`src/design/sit_pkg.sv`:
```
// Shared types and codes for the sorted identifier table.
// No dependencies; imported by every module of the block but sit_ram.
`default_nettype none

package sit_pkg;

   localparam int DEFAULT_TABLE_DEPTH = 16;
   localparam int DEFAULT_ID_BITS     = 16;

   localparam int CMD_W    = 2;
   localparam int STATUS_W = 2;
   localparam int POS_W    = 4;
   localparam int COUNT_W  = 5;

   localparam logic [CMD_W-1:0] CMD_INSERT = 2'd0;
   localparam logic [CMD_W-1:0] CMD_REMOVE = 2'd1;
   localparam logic [CMD_W-1:0] CMD_CLEAR  = 2'd2;

   localparam logic [STATUS_W-1:0] ST_DONE      = 2'd0;
   localparam logic [STATUS_W-1:0] ST_NOT_FOUND = 2'd1;
   localparam logic [STATUS_W-1:0] ST_FULL      = 2'd2;

   // stored entry relative to the command identifier
   typedef struct packed {
      logic lt;
      logic eq;
      logic gt;
   } cmp_result_type;

endpackage

`default_nettype wire

```
`src/design/sit_ram.sv`:
```
// Generic single-write, single-read RAM with registered read data.
// No dependencies.
`default_nettype none

module sit_ram #(
   parameter int WIDTH = 16,
   parameter int DEPTH = 16
) (
   input  wire logic                     clock,
   input  wire logic                     wr_en,
   input  wire logic [$clog2(DEPTH)-1:0] wr_addr,
   input  wire logic [WIDTH-1:0]         wr_data,
   input  wire logic                     rd_en,
   input  wire logic [$clog2(DEPTH)-1:0] rd_addr,
   output logic      [WIDTH-1:0]         rd_data
);

   logic [WIDTH-1:0] mem_ff [DEPTH];
   logic [WIDTH-1:0] rd_data_ff;

   always_ff @(posedge clock) begin
      if (wr_en) begin
         mem_ff[wr_addr] <= wr_data;
      end
      if (rd_en) begin
         rd_data_ff <= mem_ff[rd_addr];
      end
   end

   assign rd_data = rd_data_ff;

endmodule

`default_nettype wire

```
`src/design/sit_cmp.sv`:
```
// Shared magnitude comparator used by both the insert scan and the binary search.
// Depends on sit_pkg.
`default_nettype none

module sit_cmp #(
   parameter int ID_BITS = sit_pkg::DEFAULT_ID_BITS
) (
   input  wire logic [ID_BITS-1:0]   entry,
   input  wire logic [ID_BITS-1:0]   key,
   output sit_pkg::cmp_result_type   result
);
   import sit_pkg::*;

   always_comb begin
      result.lt = entry < key;
      result.eq = entry == key;
      result.gt = entry > key;
   end

endmodule

`default_nettype wire

```
`src/design/sit_seq.sv`:
```
// Command sequencer: scan, binary search and one-entry-per-step shifting of the table.
// Depends on sit_pkg; drives sit_ram and reads sit_cmp through the top level.
`default_nettype none

module sit_seq #(
   parameter int TABLE_DEPTH = sit_pkg::DEFAULT_TABLE_DEPTH,
   parameter int ID_BITS     = sit_pkg::DEFAULT_ID_BITS
) (
   input  wire logic                           clock,
   input  wire logic                           reset,
   input  wire logic                           req_valid,
   output logic                                req_stall,
   input  wire logic [sit_pkg::CMD_W-1:0]      req_command,
   input  wire logic [ID_BITS-1:0]             req_ident,
   output logic                                rsp_valid,
   input  wire logic                           rsp_stall,
   output logic      [sit_pkg::STATUS_W-1:0]   rsp_status,
   output logic      [sit_pkg::POS_W-1:0]      rsp_position,
   output logic      [sit_pkg::COUNT_W-1:0]    rsp_entry_count,
   output logic                                ram_wr_en,
   output logic      [$clog2(TABLE_DEPTH)-1:0] ram_wr_addr,
   output logic      [ID_BITS-1:0]             ram_wr_data,
   output logic                                ram_rd_en,
   output logic      [$clog2(TABLE_DEPTH)-1:0] ram_rd_addr,
   input  wire logic [ID_BITS-1:0]             ram_rd_data,
   output logic      [ID_BITS-1:0]             key,
   input  wire sit_pkg::cmp_result_type        cmp
);
   import sit_pkg::*;

   localparam int AW    = $clog2(TABLE_DEPTH);
   localparam int CNT_W = $clog2(TABLE_DEPTH + 1);

   typedef enum logic [3:0] {
      IDLE, SCAN_RD, SCAN_CMP, INS_RD, INS_WR, INS_PUT,
      BS_RD, BS_CMP, REM_RD, REM_WR, RESULT
   } state_type;

   state_type            state_ff;
   logic [ID_BITS-1:0]   id_ff;
   logic [CNT_W-1:0]     count_ff;
   logic [CNT_W-1:0]     idx_ff;
   logic [CNT_W-1:0]     pos_ff;
   logic [CNT_W-1:0]     low_ff;
   logic [CNT_W-1:0]     hix_ff;
   logic [STATUS_W-1:0]  res_status_ff;
   logic                 rsp_valid_ff;
   logic [STATUS_W-1:0]  rsp_status_ff;
   logic [POS_W-1:0]     rsp_position_ff;
   logic [COUNT_W-1:0]   rsp_count_ff;

   logic [CNT_W-1:0]     idx_dec;
   logic [CNT_W-1:0]     idx_inc;
   logic [CNT_W:0]       idx_inc2;
   logic [CNT_W-1:0]     span;
   logic [CNT_W-1:0]     mid;
   logic                 search_open;
   logic                 accept;
   logic                 out_free;
   logic                 rsp_load;
   logic [31:0]          pos_ext;
   logic [31:0]          count_ext;

   assign accept      = req_valid && (state_ff == IDLE);
   assign out_free    = !rsp_valid_ff || !rsp_stall;
   assign rsp_load    = (state_ff == RESULT) && out_free;
   assign idx_dec     = idx_ff - CNT_W'(1);
   assign idx_inc     = idx_ff + CNT_W'(1);
   assign idx_inc2    = {1'b0, idx_ff} + (CNT_W + 1)'(2);
   assign search_open = low_ff < hix_ff;
   assign span        = hix_ff - low_ff - CNT_W'(1);
   assign mid         = low_ff + (span >> 1);
   assign pos_ext     = 32'(pos_ff);
   assign count_ext   = 32'(count_ff);
   assign key         = id_ff;

   always_comb begin
      ram_wr_en   = 1'b0;
      ram_wr_addr = idx_ff[AW-1:0];
      ram_wr_data = ram_rd_data;
      ram_rd_en   = 1'b0;
      ram_rd_addr = idx_ff[AW-1:0];
      case (state_ff)
         SCAN_RD: begin
            ram_rd_en = 1'b1;
         end
         INS_RD: begin
            ram_rd_en   = 1'b1;
            ram_rd_addr = idx_dec[AW-1:0];
         end
         INS_WR, REM_WR: begin
            ram_wr_en = 1'b1;
         end
         INS_PUT: begin
            ram_wr_en   = 1'b1;
            ram_wr_addr = pos_ff[AW-1:0];
            ram_wr_data = id_ff;
         end
         BS_RD: begin
            ram_rd_en   = search_open;
            ram_rd_addr = mid[AW-1:0];
         end
         REM_RD: begin
            ram_rd_en   = 1'b1;
            ram_rd_addr = idx_inc[AW-1:0];
         end
         default: begin
         end
      endcase
   end

   always_ff @(posedge clock) begin
      if (reset) begin
         state_ff     <= IDLE;
         count_ff     <= '0;
         rsp_valid_ff <= 1'b0;
      end else begin
         if (rsp_load) begin
            rsp_valid_ff <= 1'b1;
         end else if (rsp_valid_ff && !rsp_stall) begin
            rsp_valid_ff <= 1'b0;
         end
         case (state_ff)
            IDLE: begin
               if (accept) begin
                  id_ff         <= req_ident;
                  pos_ff        <= '0;
                  res_status_ff <= ST_DONE;
                  case (req_command)
                     CMD_INSERT: begin
                        if (count_ff == CNT_W'(TABLE_DEPTH)) begin
                           res_status_ff <= ST_FULL;
                           state_ff      <= RESULT;
                        end else if (count_ff == '0) begin
                           state_ff <= INS_PUT;
                        end else begin
                           idx_ff   <= '0;
                           state_ff <= SCAN_RD;
                        end
                     end
                     CMD_REMOVE: begin
                        low_ff   <= '0;
                        hix_ff   <= count_ff;
                        state_ff <= BS_RD;
                     end
                     CMD_CLEAR: begin
                        count_ff <= '0;
                        state_ff <= RESULT;
                     end
                     default: begin
                        state_ff <= RESULT;
                     end
                  endcase
               end
            end
            SCAN_RD: begin
               state_ff <= SCAN_CMP;
            end
            SCAN_CMP: begin
               if (cmp.gt) begin
                  pos_ff   <= idx_ff;
                  idx_ff   <= count_ff;
                  state_ff <= INS_RD;
               end else if (idx_inc == count_ff) begin
                  pos_ff   <= count_ff;
                  state_ff <= INS_PUT;
               end else begin
                  idx_ff   <= idx_inc;
                  state_ff <= SCAN_RD;
               end
            end
            INS_RD: begin
               state_ff <= INS_WR;
            end
            INS_WR: begin
               idx_ff   <= idx_dec;
               state_ff <= (idx_dec > pos_ff) ? INS_RD : INS_PUT;
            end
            INS_PUT: begin
               count_ff <= count_ff + CNT_W'(1);
               state_ff <= RESULT;
            end
            BS_RD: begin
               if (search_open) begin
                  idx_ff   <= mid;
                  state_ff <= BS_CMP;
               end else begin
                  res_status_ff <= ST_NOT_FOUND;
                  state_ff      <= RESULT;
               end
            end
            BS_CMP: begin
               if (cmp.eq) begin
                  pos_ff <= idx_ff;
                  if (idx_inc < count_ff) begin
                     state_ff <= REM_RD;
                  end else begin
                     count_ff <= count_ff - CNT_W'(1);
                     state_ff <= RESULT;
                  end
               end else if (cmp.lt) begin
                  low_ff   <= idx_inc;
                  state_ff <= BS_RD;
               end else begin
                  hix_ff   <= idx_ff;
                  state_ff <= BS_RD;
               end
            end
            REM_RD: begin
               state_ff <= REM_WR;
            end
            REM_WR: begin
               idx_ff <= idx_inc;
               if (idx_inc2 < {1'b0, count_ff}) begin
                  state_ff <= REM_RD;
               end else begin
                  count_ff <= count_ff - CNT_W'(1);
                  state_ff <= RESULT;
               end
            end
            RESULT: begin
               if (out_free) begin
                  rsp_status_ff   <= res_status_ff;
                  rsp_position_ff <= pos_ext[POS_W-1:0];
                  rsp_count_ff    <= count_ext[COUNT_W-1:0];
                  state_ff        <= IDLE;
               end
            end
            default: begin
               state_ff <= IDLE;
            end
         endcase
      end
   end

   assign req_stall       = state_ff != IDLE;
   assign rsp_valid       = rsp_valid_ff;
   assign rsp_status      = rsp_status_ff;
   assign rsp_position    = rsp_position_ff;
   assign rsp_entry_count = rsp_count_ff;

endmodule

`default_nettype wire

```
`src/design/sorted_id_table_top.sv`:
```
// Operation: insert scans for the first larger entry, shifts the entries from there up and
//   writes the new one (full is reported without a scan); remove binary-searches and shifts
//   later entries down; clear and unused codes go straight to the result stage.
// Throughput: one command at a time; a stalled result holds the block busy, and the next
//   command can be taken in the cycle in which rsp_valid rises.
// Reset (sync, active high) empties the table, RAM not cleared. Uses sit_pkg/ram/cmp/seq.
`default_nettype none

module sorted_id_table_top #(
   parameter int TABLE_DEPTH = sit_pkg::DEFAULT_TABLE_DEPTH,
   parameter int ID_BITS     = sit_pkg::DEFAULT_ID_BITS
) (
   input  wire logic                         clock,
   input  wire logic                         reset,
   // command channel
   input  wire logic                         req_valid,
   output logic                              req_stall,
   input  wire logic [sit_pkg::CMD_W-1:0]    req_command,
   input  wire logic [ID_BITS-1:0]           req_ident,
   // result channel
   output logic                              rsp_valid,
   input  wire logic                         rsp_stall,
   output logic      [sit_pkg::STATUS_W-1:0] rsp_status,
   output logic      [sit_pkg::POS_W-1:0]    rsp_position,
   output logic      [sit_pkg::COUNT_W-1:0]  rsp_entry_count
);
   import sit_pkg::*;

   localparam int AW = $clog2(TABLE_DEPTH);

   // table RAM access, driven by the sequencer
   logic               ram_wr_en;
   logic [AW-1:0]      ram_wr_addr;
   logic [ID_BITS-1:0] ram_wr_data;
   logic               ram_rd_en;
   logic [AW-1:0]      ram_rd_addr;
   logic [ID_BITS-1:0] ram_rd_data;

   // shared comparator: registered RAM word against the command identifier
   logic [ID_BITS-1:0] key;
   cmp_result_type     cmp;

   sit_ram #(
      .WIDTH (ID_BITS),
      .DEPTH (TABLE_DEPTH)
   ) u_ram (
      .clock   (clock),
      .wr_en   (ram_wr_en),
      .wr_addr (ram_wr_addr),
      .wr_data (ram_wr_data),
      .rd_en   (ram_rd_en),
      .rd_addr (ram_rd_addr),
      .rd_data (ram_rd_data)
   );

   sit_cmp #(
      .ID_BITS (ID_BITS)
   ) u_cmp (
      .entry  (ram_rd_data),
      .key    (key),
      .result (cmp)
   );

   // sequencer: linear scan for insert, binary search for remove,
   // then one read/write pair per shifted entry
   sit_seq #(
      .TABLE_DEPTH (TABLE_DEPTH),
      .ID_BITS     (ID_BITS)
   ) u_seq (
      .clock           (clock),
      .reset           (reset),
      .req_valid       (req_valid),
      .req_stall       (req_stall),
      .req_command     (req_command),
      .req_ident       (req_ident),
      .rsp_valid       (rsp_valid),
      .rsp_stall       (rsp_stall),
      .rsp_status      (rsp_status),
      .rsp_position    (rsp_position),
      .rsp_entry_count (rsp_entry_count),
      .ram_wr_en       (ram_wr_en),
      .ram_wr_addr     (ram_wr_addr),
      .ram_wr_data     (ram_wr_data),
      .ram_rd_en       (ram_rd_en),
      .ram_rd_addr     (ram_rd_addr),
      .ram_rd_data     (ram_rd_data),
      .key             (key),
      .cmp             (cmp)
   );

endmodule

`default_nettype wire

```
`config.mk`:
```
export PLATFORM = sky130hd
export DESIGN_NAME = sorted_id_table_top
export DESIGN_NICKNAME = d
export VERILOG_FILES = /design/src/design/sit_pkg.sv /design/src/design/sit_ram.sv /design/src/design/sit_cmp.sv /design/src/design/sit_seq.sv /design/src/design/sorted_id_table_top.sv
export SDC_FILE = /design/constraint.sdc
export NUM_CORES = 1
export LEC_CHECK = 0
export BUFFER_PORTS_ARGS = -buffer_cell sky130_fd_sc_hd__buf_2
export CELL_PAD_IN_SITES_DETAIL_PLACEMENT = 1
export CELL_PAD_IN_SITES_GLOBAL_PLACEMENT = 1
export CORE_ASPECT_RATIO = 0.7
export CORE_MARGIN = 4
export CORE_UTILIZATION = 50
export CTS_BUF_LIST = sky130_fd_sc_hd__clkbuf_8
export DETAILED_ROUTE_END_ITERATION = 16
export PLACE_DENSITY_LB_ADDON = 0.25
export SKIP_LAST_GASP = 1
export SLEW_MARGIN = 20
export SYNTH_ARGS = -nofsm -noshare
export SYNTH_HDL_FRONTEND = slang
export SYNTH_SLANG_ARGS = --single-unit
```
`constraint.sdc`:
```
create_clock -name clock -period 3.6 [get_ports clock]
set_clock_uncertainty 0.15 [all_clocks]
set_input_delay 0.72 -clock clock [delete_from_list [all_inputs] [get_ports clock]]
set_output_delay 0.72 -clock clock [all_outputs]
set_load 0.01 [all_outputs]
```
# Word level (Yosys, flattened, before mapping)
# Memory sizes are Yosys's and may differ from the RTL's. A register that Yosys moved wholly into a read port is not among the register bits.
# Cells that the tools add are included.
# word_totals
reg_bits,59
latchBits,0
ramBits,256
romBits,0
in_bits,22
wordCells,143
memories,1
# op_classes
addsub,8
mul,0
n_div,0
order_cmp,6
n_eq_ne,32
shifts,0
mux,56
bitwise_logic,1
reduce_logical,27
# mem_list
name,words,word_bits,rd,rd_ports_with_merged_regs,write_ports,line_no,rtl
u_ram.mem_ff,16,16,1,1,1,sit_ram.sv:18,logic [WIDTH-1:0] mem_ff [DEPTH];
# ops
operator,count
$mux W5,24
$pmux W4 S11,1
$mux W4,7
$pmux W5 S5,1
$ne A2 B2 Y1 const B,12
$pmux W5 S2,2
$pmux W5 S4,1
$reduce_and A6 Y1,3
$eq A16 B16 Y1,1
$eq A4 B3 Y1 const B,4
$gt A16 B16 Y1,1
$lt A16 B16 Y1,1
$mux W16,1
$pmux W5 S3,1
$sub A5 B1 Y5 const B,3
$eq A4 B4 Y1 const B,3
$mux W2,6
$pmux W4 S3,1
$add A5 B1 Y5 const B,2
$lt A5 B5 Y1,2
$mux W3,3
$eq A4 B2 Y1 const B,2
$pmux W4 S2,1
$reduce_and A8 Y1,1
other kinds (32),46

# Longest topological paths before layout
# Gate-level depths: netlist of run 1.
# depth
ltp_word,6
ltp_mapped,14

# Hierarchy
# A second synthesis of run 1 with hierarchy kept.
# hier_totals
hier_cells,896
hier_area_um2,14650.3
# modules_own_cells
module,n_inst,cells_per_inst,area_each_um2
sit_ram,1,432,10202.3
sit_seq,1,406,4035.1
sit_cmp,1,58,412.9

# Least setup slack after synthesis of run 1
# OpenSTA, ideal clock, no wires.
# synth_timing
path_kind,reg2reg
startpoint,reg u_seq.low_ff[0]
endpoint,"reg u_ram.rd_data_ff[11], in the netlist u_ram.rd_data[11] (read register of u_ram.mem_ff) (data pin)"
setup_ns,0.259
arrival_ns,3.326
required_time_ns,3.191
slack_ns,-0.135
path_stages_with_launch,14
path_buffers,2
period_less_slack_ns,3.735
cell_sequence,edfxtp_1 nand2b_1 fa_1 inv_1 ha_1 fa_1 nand2_1 o22ai_1 a31oi_1 buf_2 buf_2 mux4_2 a22oi_1 nand2_1
# synth_via
elab_chain_len,4
word_cells_on_any_way,6
classes_between,add/sub (3); order compare (1); mux (2)
# synth_rtl
item,line_no,rtl
"start, declared",sit_seq.sv:44,logic [CNT_W-1:0] low_ff;
"start signal, assigned",sit_seq.sv:202,low_ff <= idx_inc;
$sub A5 B5 Y5,sit_seq.sv:71,assign span = hix_ff - low_ff - CNT_W'(1);
$sub A5 B1 Y5,sit_seq.sv:71,
$add A5 B4 Y5,sit_seq.sv:72,assign mid = low_ff + (span >> 1);
$pmux W4 S3,sit_seq.sv:83,case (state_ff)
"end, declared",sit_ram.sv:19,logic [WIDTH-1:0] rd_data_ff;
# Parallel ways exist; a longest one is shown, timed or not.
# A chain may end at the register's enable or synchronous reset.

# Worst setup path after layout of run 1
# layout_timing
startpoint,reg u_seq.low_ff[0]
endpoint,"reg u_ram.rd_data_ff[9], in the netlist u_ram.rd_data[9] (read register of u_ram.mem_ff) (data pin)"
# Same word-level chain as after synthesis.

==> qor.yml, run 1 <==
setup_tns_ns: -2.202
p_sw_mw: 5.331
grt_pass1_vias: 9500
diodes: 0
drc: 0
final_hold_viol_count: 0
ant_nets: 0
pwr-share-comb_pct: 45.6
path_clk_slew_ns: 0.07
core_area_um2: 28950
syn_nets: 992
setup_viol: 14
syn_inst: 917
period_needed_ns: 3.793
ys_ff_latch: 331
violations: "setup timing"
cts_sinks: 331
worstHoldPathCells: 1
drv_cap: 0
synth.distinct_cells: 68
slew-limit-headroom_pct: 50.09
ys_async_sr_fraction_pct: 0
peakVddDrop_mv: 0.3532
synth_area_um2: 14740
grt_overflow: 0
post_dp_cell_area_um2: 16220
clkPwrFrac_pct: 18.1
cts_root_buf: "clkbuf_8"
hpwl_um: 26930
setup_ws_ns: -0.1926
post-route-util_pct: 59.95
end_kind: "flop"
vias: 9191
swShare_pct: 35.58
path_max_fanout: 10
layout-drive-gt1-share_pct: 30.85
required_ns: 3.78
synth_edf_count: 321
hold_buffers: 0
path_cells: "nand2b_4, fa_2, inv_2, ha_4, fa_2, nand2_2, o22ai_2, a31oi_4, buf_12, buf_12, mux4_2, a22oi_2, nand2_1"
power.total_mw: 14.98
cpPeakStageDelay_ns: 0.55
avgViaCountPerCell: 6.210
worstHoldPathType: "input port to flop"
met2_length_um: 19010
cp.arrival_ns: 3.97
cp_slowest_cell: "fa_2"
grt_setup_unrepaired: "true"
worstReg2RegStart: "u_seq.low_ff[0]"
critical_path_class: "flop to flop"
p_per_area_nw_per_um2: 863.1
grt_max_degree: 22
finalMaxSlewViolations: 0
start_util_pct: 50.90
antenna_found_initial: 4
power.share.sequential_pct: 36.3
cts_tree: "yes"
synth_seq_area_share_pct: 66.77
critPathLaunchType: "flop"
r2r-end: "u_ram.rd_data[9]"
min-delay-start: "req_ident[15]"
postLayoutCellArea_um2: 17360
wl_per_cell_um: 27.88
die_h_um: 151.6
io_buffers: 34
grt_pass1_wl_um: 61140
grt_usage_pct: 26.02
io_pins: 35
nets: 1147
yosysWarningCount: 0
hold_end: "u_seq.key[15]"
highest_layer: "met5"
die_area_um2: 32330
leakagePower_nw: 6.215
r2r_cells: 13
final_common_cell: "edfxtp_1"
reg2reg_slack_ns: -0.19
fmax_ghz: 0.2637
avgSynthCellArea_um2: 16.07
numCtsBuffers: 50
worst_slew_pin_slew_ns: 0.7451
wl_met3_um: 3783
cell_internal_pwr_mw: 9.651
wl_um: 41270
row_count: 52
wl_met1_um: 17720
globalplace.congestion: 0.8635
first_iter_violations: 976
status: "complete, but fails checks"
clock_latency_ns: 0.58
drt_pass1_iterations: 5
layout_common_cells: "321 x edfxtp_1, 84 x buf_4, 58 x inv_1, 58 x mux4_2, 50 x clkbuf_8"
syn_to_final_growth_pct: 17.79
clk_path_buf_depth: 3
die_w_um: 213.2
period_share_pct: 105.3
h-tree-depth: 2
synthFlopType: "edfxtp_1"
==> worst max-delay path, delay by kind of cell (launching register included) <==
family | cells | cell delay [ns]
compound gates | 3 | 0.53
fa+ha+maj | 3 | 1.16
buf+inv | 3 | 0.42
flops | 1 | 0.39
mux | 1 | 0.52
simple gates | 3 | 0.34
==> per-stage QoR <==
step                instances  worst slack, ns  hold WS, ns
global placement         1384          -0.2132       0.2733
global route             1480          -0.3077       0.1168
finish                   1480          -0.1926       0.1603
CTS                      1475          -0.1769       0.1207
detailed placement       1384          -0.3824       0.2652
floorplan                 917          0.02516       0.2503
==> logic make-up after synthesis <==
| group | count (synthesis) | share of synthesized area [%] |
|---|---|---|
| adder cells (fa/ha/maj) | 53 | 4.653 |
| AO/OA/AOI/OAI | 159 | 7.599 |
| flip-flops | 331 | 66.77 |
| AND/OR/NAND/NOR | 170 | 5.689 |
| XOR/XNOR | 14 | 0.8320 |
| buffers and inverters | 91 | 2.649 |
| multiplexers | 99 | 11.81 |
==> synth_stat cells (5+ instances only) <==
cell type,n,area share [%]
o211ai_1,5,0.25
buf_2,12,0.41
nand2_1,48,1.2
a22oi_1,32,1.6
inv_1,49,1.2
a21oi_1,30,1.0
or3_1,5,0.21
a31oi_1,10,0.42
nor2b_1,10,0.42
nand2b_1,9,0.38
dfxtp_1,10,1.4
nor3_1,8,0.27
o21ai_0,21,0.71
mux4_2,58,8.9
edfxtp_1,321,65
clkbuf_1,20,0.51
o21ai_1,5,0.17
mux2i_1,22,1.5
ha_1,50,4.2
and3_1,5,0.21
a22o_1,6,0.36
mux2_2,17,1.3
xnor2_1,10,0.59
a21o_1,13,0.66
nand3_1,10,0.34
nor2_1,49,1.2
==> routing by layer <==
metal | GRT usage (%) | vias to the layer above
met2 | 40.38 | 415
met1 | 37.44 | 4757
met5 | 0 | -
met4 | 6.332 | 6
li1 | - | 3941
met3 | 6.750 | 72
==> flip-flops by register name (all words and copies together) (netlist names) <==
register	count
u_seq.rsp_position	4
u_seq.res_status_ff	2
u_seq.hix_ff	5
u_seq.state_ff	4
u_seq.rsp_status	2
u_seq.idx_ff	5
u_ram.mem_ff	256
u_seq.rsp_entry_count	5
u_ram.rd_data	16
u_seq.rsp_valid	1
u_seq.pos_ff	5
u_seq.key	16
u_seq.count_ff	5
u_seq.low_ff	5
==> worst max-delay path by stage <==
stage                    start                 to  slack, ns  cells past startpoint
2_1_floorplan  u_seq.low_ff[0]  u_ram.rd_data[10]       0.03                     13
3_3_place_gp   u_seq.low_ff[0]   u_ram.rd_data[8]      -0.21                     13
3_5_place_dp   u_seq.low_ff[0]  u_ram.rd_data[15]      -0.38                     13
4_1_cts        u_seq.low_ff[0]   u_ram.rd_data[9]      -0.18                     13
5_1_grt        u_seq.low_ff[0]   u_ram.rd_data[4]      -0.31                     13
6_report       u_seq.low_ff[0]   u_ram.rd_data[9]      -0.19                     13
==> power by group through the flow <==
| stage | logic, mW | clock network [mW] | registers, mW |
|---|---|---|---|
| floorplan | 3.88 | 0 | 5.39 |
| global placement | 5.94 | 0 | 5.49 |
| detailed placement | 6.18 | 0 | 5.51 |
| CTS | 6.62 | 2.78 | 5.44 |
| global route | 7.32 | 2.97 | 5.47 |
| finish | 6.82 | 2.71 | 5.44 |
==> area by class of cell <==
cell class,count,area (um2)
Fill cell,2645,11590
Multi-Input combinational cell,495,4750
Clock inverter,32,141.4
Sequential cell,331,9839
Clock buffer,50,688.2
Inverter,52,195.2
Tap cell,378,473.0
Timing Repair Buffer,142,1271
==> what timing repair did <==
action                     CTS  global route
pin swaps                   16             8
gates resized for setup     25            10
buffers inserted             7             5
gates cloned                 2             1
setup endpoints to repair   16            16
Note: power is estimated with default switching activity, not from simulation.
==> run 2: changes to the inputs <==
--- a/config.mk
+++ b/config.mk
@@ -14,6 +14,7 @@
 export CTS_BUF_LIST = sky130_fd_sc_hd__clkbuf_8
 export DETAILED_ROUTE_END_ITERATION = 16
 export PLACE_DENSITY_LB_ADDON = 0.25
+export SETUP_SLACK_MARGIN = 0.2
 export SKIP_LAST_GASP = 1
 export SLEW_MARGIN = 20
 export SYNTH_ARGS = -nofsm -noshare
==> qor.yml, run 2 (synthesis results as in run 1) <==
core_area_um2: 28950  # unchanged
slew-limit-headroom_pct: 35.64  # was 50.09%
peakVddDrop_mv: 0.4047  # was 0.3532 mV
grt_overflow: 0  # unchanged
grt_usage_pct: 26.66  # was 26.02%
hpwl_um: 26350  # was 26930 um
avgViaCountPerCell: 6.225  # was 6.210
h-tree-depth: 2  # unchanged
wl_um: 42230  # was 41270 um
finalMaxSlewViolations: 0  # unchanged
final_hold_viol_count: 0  # unchanged
min-delay-start: "req_ident[1]"  # was req_ident[15]
vias: 9182  # was 9191
setup_ws_ns: -0.1347  # was -0.1926 ns
path_clk_slew_ns: 0.06  # was 0.07 ns
grt_setup_unrepaired: "true"  # unchanged
clk_path_buf_depth: 3  # unchanged
largest_reg_flops: 256  # unchanged
io_pins: 35  # unchanged
start_util_pct: 50.90  # unchanged
numCtsBuffers: 51  # was 50
top_register: "u_ram.mem_ff"  # unchanged
status: "complete, but fails checks"  # unchanged
end_kind: "flop"  # unchanged
cts_sinks: 331  # unchanged
syn_to_final_growth_pct: 18.02  # was 17.79%
drc: 0  # unchanged
antenna_found_initial: 1  # was 4
die_h_um: 151.6  # unchanged
fmax_ghz: 0.2678  # was 0.2637 GHz
final_common_cell: "edfxtp_1"  # unchanged
post-route-util_pct: 60.07  # was 59.95%
die_w_um: 213.2  # unchanged
setup_viol: 15  # was 14
drt_pass1_iterations: 5  # unchanged
cp.arrival_ns: 3.92  # was 3.97 ns
cts_root_buf: "clkbuf_8"  # unchanged
grt_pass1_vias: 9541  # was 9500
globalplace.congestion: 0.9269  # was 0.8635
worstHoldPathType: "input port to flop"  # unchanged
first_iter_violations: 976  # unchanged
post_dp_cell_area_um2: 16000  # was 16220 um2
r2r_cells: 14  # was 13
nets: 1133  # was 1147
wl_per_cell_um: 28.63  # was 27.88 um
reg2reg_slack_ns: -0.13  # was -0.19 ns
diodes: 0  # unchanged
die_area_um2: 32330  # unchanged
period_share_pct: 103.7  # was 105.3%
cp_top_family: "adder cells"  # unchanged
layout-drive-gt1-share_pct: 31.18  # was 30.85%
ant_nets: 0  # unchanged
io_buffers: 34  # unchanged
cp_slowest_cell: "fa_2"  # unchanged
power.total_mw: 15.22  # was 14.98 mW
hold_end: "u_seq.key[1]"  # was u_seq.key[15]
path_max_fanout: 7  # was 10
whs_ns: 0.1368  # was 0.1603 ns
cts_tree: "yes"  # unchanged
layout_common_cells: "321 x edfxtp_1, 73 x buf_4, 64 x inv_1, 58 x mux4_2, 51 x clkbuf_8"  # was 321 x edfxtp_1, 84 x buf_4, 58 x inv_1, 58 x mux4_2, 50 x clkbuf_8
period_needed_ns: 3.735  # was 3.793 ns
critical_path_class: "flop to flop"  # unchanged
worstHoldPathCells: 1  # unchanged
leakagePower_nw: 6.203  # was 6.215 nW
grt_pass1_wl_um: 62390  # was 61140 um
dpl.cell_count: 1368  # was 1384
row_count: 52  # unchanged
required_ns: 3.79  # was 3.78 ns
worst_slew_pin_slew_ns: 0.9654  # was 0.7451 ns
worst-path-buf-inv: 4  # was 3
cpPeakStageDelay_ns: 0.58  # was 0.55 ns
postLayoutCellArea_um2: 17390  # was 17360 um2
violations: "setup timing"  # unchanged
r2r-end: "u_ram.rd_data[3]"  # was u_ram.rd_data[9]
critPathLaunchType: "flop"  # unchanged
grt_max_degree: 21  # was 22
stdcell_count: 1475  # was 1480
p_per_area_nw_per_um2: 875.3  # was 863.1 nW/um2
worstReg2RegStart: "u_seq.low_ff[0]"  # unchanged
path_cells: "nand2b_4, fa_2, inv_2, ha_4, fa_2, nand2_2, o22ai_4, a31oi_4, buf_12, buf_6, buf_6, mux4_2, a22oi_2, nand2_1"  # was nand2b_4, fa_2, inv_2, ha_4, fa_2, nand2_2, o22ai_2, a31oi_4, buf_12, buf_12, mux4_2, a22oi_2, nand2_1
drv_cap: 0  # unchanged
clock_latency_ns: 0.61  # was 0.58 ns
==> run 2: cell count changes in the layout (fill, tap and decap cells not counted), sizes merged <==
cell	before	now
bufinv	0	1
inv	63	70
buf	141	127
clkinv	19	20
==> run 2: what timing repair did <==
item,4_1_cts,5_1_grt
resized for setup,34,23
endpoints found under the setup margin,37,292
pin swaps,12,9
hold buffers,0,0
endpoints found under the hold margin,0,0
setup buffers,8,4
gates cloned,3,0
==> run 2: where the power goes <==
group / internal, mW / total, mW / leakage (nW) / switching (mW)
Clock: 1.40 / 2.90 / 0.522 / 1.50
Combinational: 3.09 / 6.85 / 2.69 / 3.75
Sequential: 5.20 / 5.48 / 2.99 / 0.275
Total: 9.70 / 15.2 / 6.20 / 5.52
==> run 2: metrics by stage <==
step	TNS [ns]	setup WS, ns
after detailed placement	-3.810	-0.3851
after floorplan	0	0.1390
after global placement	-2.531	-0.2592
after global routing	-2.711	-0.2064
final	-1.376	-0.1347
after CTS	-1.406	-0.1312
==> run 2: layer usage <==
layer / up-vias / wire, um / GRT usage, %
li1: 3916 / - / -
met1: 4753 / 18460 / 40.11
met2: 457 / 18710 / 39.71
met3: 54 / 4332 / 6.812
met4: 2 / 724 / 6.044
met5: - / 7 / 0
==> run 2: final cells by class <==
type | instances | area (um2)
fillers | 2660 | 11560
flip-flops and latches | 331 | 9841
multi-input cells | 495 | 4845
repair buffers | 127 | 1125
clock buffers | 51 | 701.9
well taps | 378 | 473.0
clock inverters | 41 | 212.7
inverters | 52 | 195.2
==> run 2: worst max path at each step <==
| stage | start | end | slack (ns) | depth (start not counted) |
|---|---|---|---|---|
| global placement | u_seq.low_ff[0] | u_ram.rd_data[11] | -0.26 | 12 |
| global route | u_seq.low_ff[0] | u_ram.rd_data[3] | -0.21 | 14 |
| CTS | u_seq.low_ff[0] | u_ram.rd_data[3] | -0.13 | 14 |
| floorplan | u_seq.low_ff[0] | u_ram.rd_data[10] | 0.14 | 13 |
| finish | u_seq.low_ff[0] | u_ram.rd_data[3] | -0.13 | 14 |
| detailed placement | u_seq.low_ff[0] | u_ram.rd_data[11] | -0.39 | 12 |
==> run 3: changes to the inputs <==
--- a/config.mk
+++ b/config.mk
@@ -8,7 +8,7 @@
 export BUFFER_PORTS_ARGS = -buffer_cell sky130_fd_sc_hd__buf_2
 export CELL_PAD_IN_SITES_DETAIL_PLACEMENT = 1
 export CELL_PAD_IN_SITES_GLOBAL_PLACEMENT = 1
-export CORE_ASPECT_RATIO = 0.7
+export CORE_ASPECT_RATIO = 2
 export CORE_MARGIN = 4
 export CORE_UTILIZATION = 50
 export CTS_BUF_LIST = sky130_fd_sc_hd__clkbuf_8
@@ -16,7 +16,7 @@
 export PLACE_DENSITY_LB_ADDON = 0.25
 export SETUP_SLACK_MARGIN = 0.2
 export SKIP_LAST_GASP = 1
-export SLEW_MARGIN = 20
+export SLEW_MARGIN = 30
 export SYNTH_ARGS = -nofsm -noshare
 export SYNTH_HDL_FRONTEND = slang
 export SYNTH_SLANG_ARGS = --single-unit
==> qor.yml, run 3 (synthesis results as in run 1) <==
drt_pass1_iterations: 5  # unchanged
p_per_area_nw_per_um2: 866.5  # was 875.3 nW/um2
die_h_um: 250.8  # was 151.6 um
postLayoutCellArea_um2: 17490  # was 17390 um2
grt_max_degree: 22  # was 21
path_cells: "nand2b_4, fa_1, inv_1, ha_2, fa_2, nand2_2, o22ai_2, a31oi_4, buf_12, buf_8, buf_12, mux4_2, a22oi_2, nand2_1"  # was nand2b_4, fa_2, inv_2, ha_4, fa_2, nand2_2, o22ai_4, a31oi_4, buf_12, buf_6, buf_6, mux4_2, a22oi_2, nand2_1
wl_um: 42950  # was 42230 um
worstHoldPathType: "input port to flop"  # unchanged
required_ns: 3.77  # was 3.79 ns
start_util_pct: 50.89  # was 50.90%
avgViaCountPerCell: 6.148  # was 6.225
cpPeakStageDelay_ns: 0.54  # was 0.58 ns
cts_tree: "yes"  # unchanged
globalplace.congestion: 0.9927  # was 0.9269
grt_usage_pct: 27.34  # was 26.66%
clock_latency_ns: 0.59  # was 0.61 ns
syn_to_final_growth_pct: 18.69  # was 18.02%
io_pins: 35  # unchanged
peakVddDrop_mv: 0.4239  # was 0.4047 mV
first_iter_violations: 711  # was 976
grt_setup_unrepaired: "true"  # unchanged
die_w_um: 129.4  # was 213.2 um
final_common_cell: "edfxtp_1"  # unchanged
finalMaxSlewViolations: 0  # unchanged
largest_reg_flops: 256  # unchanged
setup_ws_ns: -0.1155  # was -0.1347 ns
slew-limit-headroom_pct: 43.10  # was 35.64%
cts_sinks: 331  # unchanged
hpwl_um: 29270  # was 26350 um
cp_slowest_cell: "fa_2"  # unchanged
post_dp_cell_area_um2: 16200  # was 16000 um2
grt_pass1_wl_um: 63960  # was 62390 um
cpMostUsedCell: "buf_12"
critPathLaunchType: "flop"  # unchanged
stdcell_count: 1476  # was 1475
numCtsBuffers: 45  # was 51
final.fill_count: 2688  # was 2660
layout_common_cells: "321 x edfxtp_1, 100 x buf_4, 67 x inv_1, 58 x mux4_2, 49 x ha_1"  # was 321 x edfxtp_1, 73 x buf_4, 64 x inv_1, 58 x mux4_2, 51 x clkbuf_8
antenna_found_initial: 1  # unchanged
io_buffers: 34  # unchanged
clk_path_buf_depth: 3  # unchanged
period_needed_ns: 3.716  # was 3.735 ns
end_kind: "flop"  # unchanged
grt_overflow: 0  # unchanged
top_register: "u_ram.mem_ff"  # unchanged
hold_buffers: 0  # unchanged
critical_path_class: "flop to flop"  # unchanged
pre_cts_slack_ns: -0.2196  # was -0.3851 ns
ant_nets: 0  # unchanged
dpl.cell_count: 1377  # was 1368
path_max_fanout: 7  # unchanged
nets: 1155  # was 1133
worst-path-buf-inv: 4  # unchanged
violations: "setup timing"  # unchanged
worst_slew_pin_slew_ns: 0.8495  # was 0.9654 ns
final_hold_viol_count: 0  # unchanged
path_clk_slew_ns: 0.06  # about the same
die_area_um2: 32450  # was 32330 um2
grt_pass1_vias: 10240  # was 9541
wl_per_cell_um: 29.10  # was 28.63 um
cp.arrival_ns: 3.88  # was 3.92 ns
power.total_mw: 15.16  # was 15.22 mW
leakagePower_nw: 6.320  # was 6.203 nW
fmax_ghz: 0.2691  # was 0.2678 GHz
vias: 9074  # was 9182
cp_top_family: "adder cells"  # unchanged
setup_viol: 14  # was 15
period_share_pct: 103.2  # was 103.7%
h-tree-depth: 2  # unchanged
cts_root_buf: "clkbuf_8"  # unchanged
row_count: 88  # was 52
drv_cap: 0  # unchanged
drc: 0  # unchanged
layout-drive-gt1-share_pct: 32.05  # was 31.18%
status: "complete, but fails checks"  # unchanged
core_area_um2: 28960  # was 28950 um2
run 3: cell count changes in the layout (fill, tap and decap cells not counted), moves of 3 or more:
cell / delta
buf_12: +3
inv_1: +3
buf_6: -3
clkbuf_8: -6
buf_4: +27
clkinv_1: -6
run 3: worst register-to-register path: stages (launching register included):
cell      delay [ns]
edfxtp_1        0.38
nand2b_4        0.16
fa_1            0.51
inv_1           0.05
ha_2            0.19
fa_2            0.54
nand2_2         0.05
o22ai_2         0.14
a31oi_4         0.12
buf_12          0.16
buf_8           0.14
buf_12          0.14
mux4_2          0.45
a22oi_2         0.19
nand2_1         0.08
run 3: where the power goes:
part | leakage (nW) | internal, mW | switching [mW] | total, mW
clock | 0.474 | 1.25 | 1.40 | 2.64
sequential | 2.99 | 5.20 | 0.217 | 5.41
combinational | 2.85 | 3.25 | 3.85 | 7.10
total | 6.32 | 9.69 | 5.46 | 15.2
run 3: worst paths after layout:
kind	to	slack (ns)	start	depth (start not counted)
setup / recovery	u_ram.rd_data[7]	-0.12	u_seq.low_ff[0]	14
hold / removal	u_seq.key[10]	0.15	req_ident[10]	1
setup reg to reg	u_ram.rd_data[7]	-0.12	u_seq.low_ff[0]	14
hold reg to reg	u_seq.rsp_status[1]	0.30	u_seq.res_status_ff[1]	0
run 3: what timing repair did:
action,4_1_cts,5_1_grt
resized for setup,37,11
cloned,4,0
setup buffers,6,6
setup endpoints to repair,22,22
pin swaps,6,10
run 3: layer usage:
layer  vias up  GRT usage [%]  part of all wire, %
met3       161          3.572                  4.3
met1      4658          28.36                   32
met2       314          50.16                   55
met4         0          17.96                  7.9
li1       3941              -                    -
met5         -              0                    0
run 3: through the flow:
step / TNS, ns / utilization (%) / hold WS, ns
finish: -1.033 / 60.40 / 0.1549
CTS: -0.9491 / 60.01 / 0.1109
floorplan: 0 / - / 0.2503
global route: -2.423 / 60.39 / 0.1317
global placement: -1.243 / 55.94 / 0.2721
detailed placement: -2.430 / 55.95 / 0.2759
run 3: cell type report:
type	count	area, um2	share of cell area [%]
tap	360	450.4	2.575
multi-input combinational	495	4830	27.61
antenna	2	5.005	0.02861
inverter	52	195.2	1.116
clock inverter	36	182.7	1.044
sequential	331	9839	56.26
clock buffer	45	619.3	3.541
timing repair buffer	155	1369	7.826
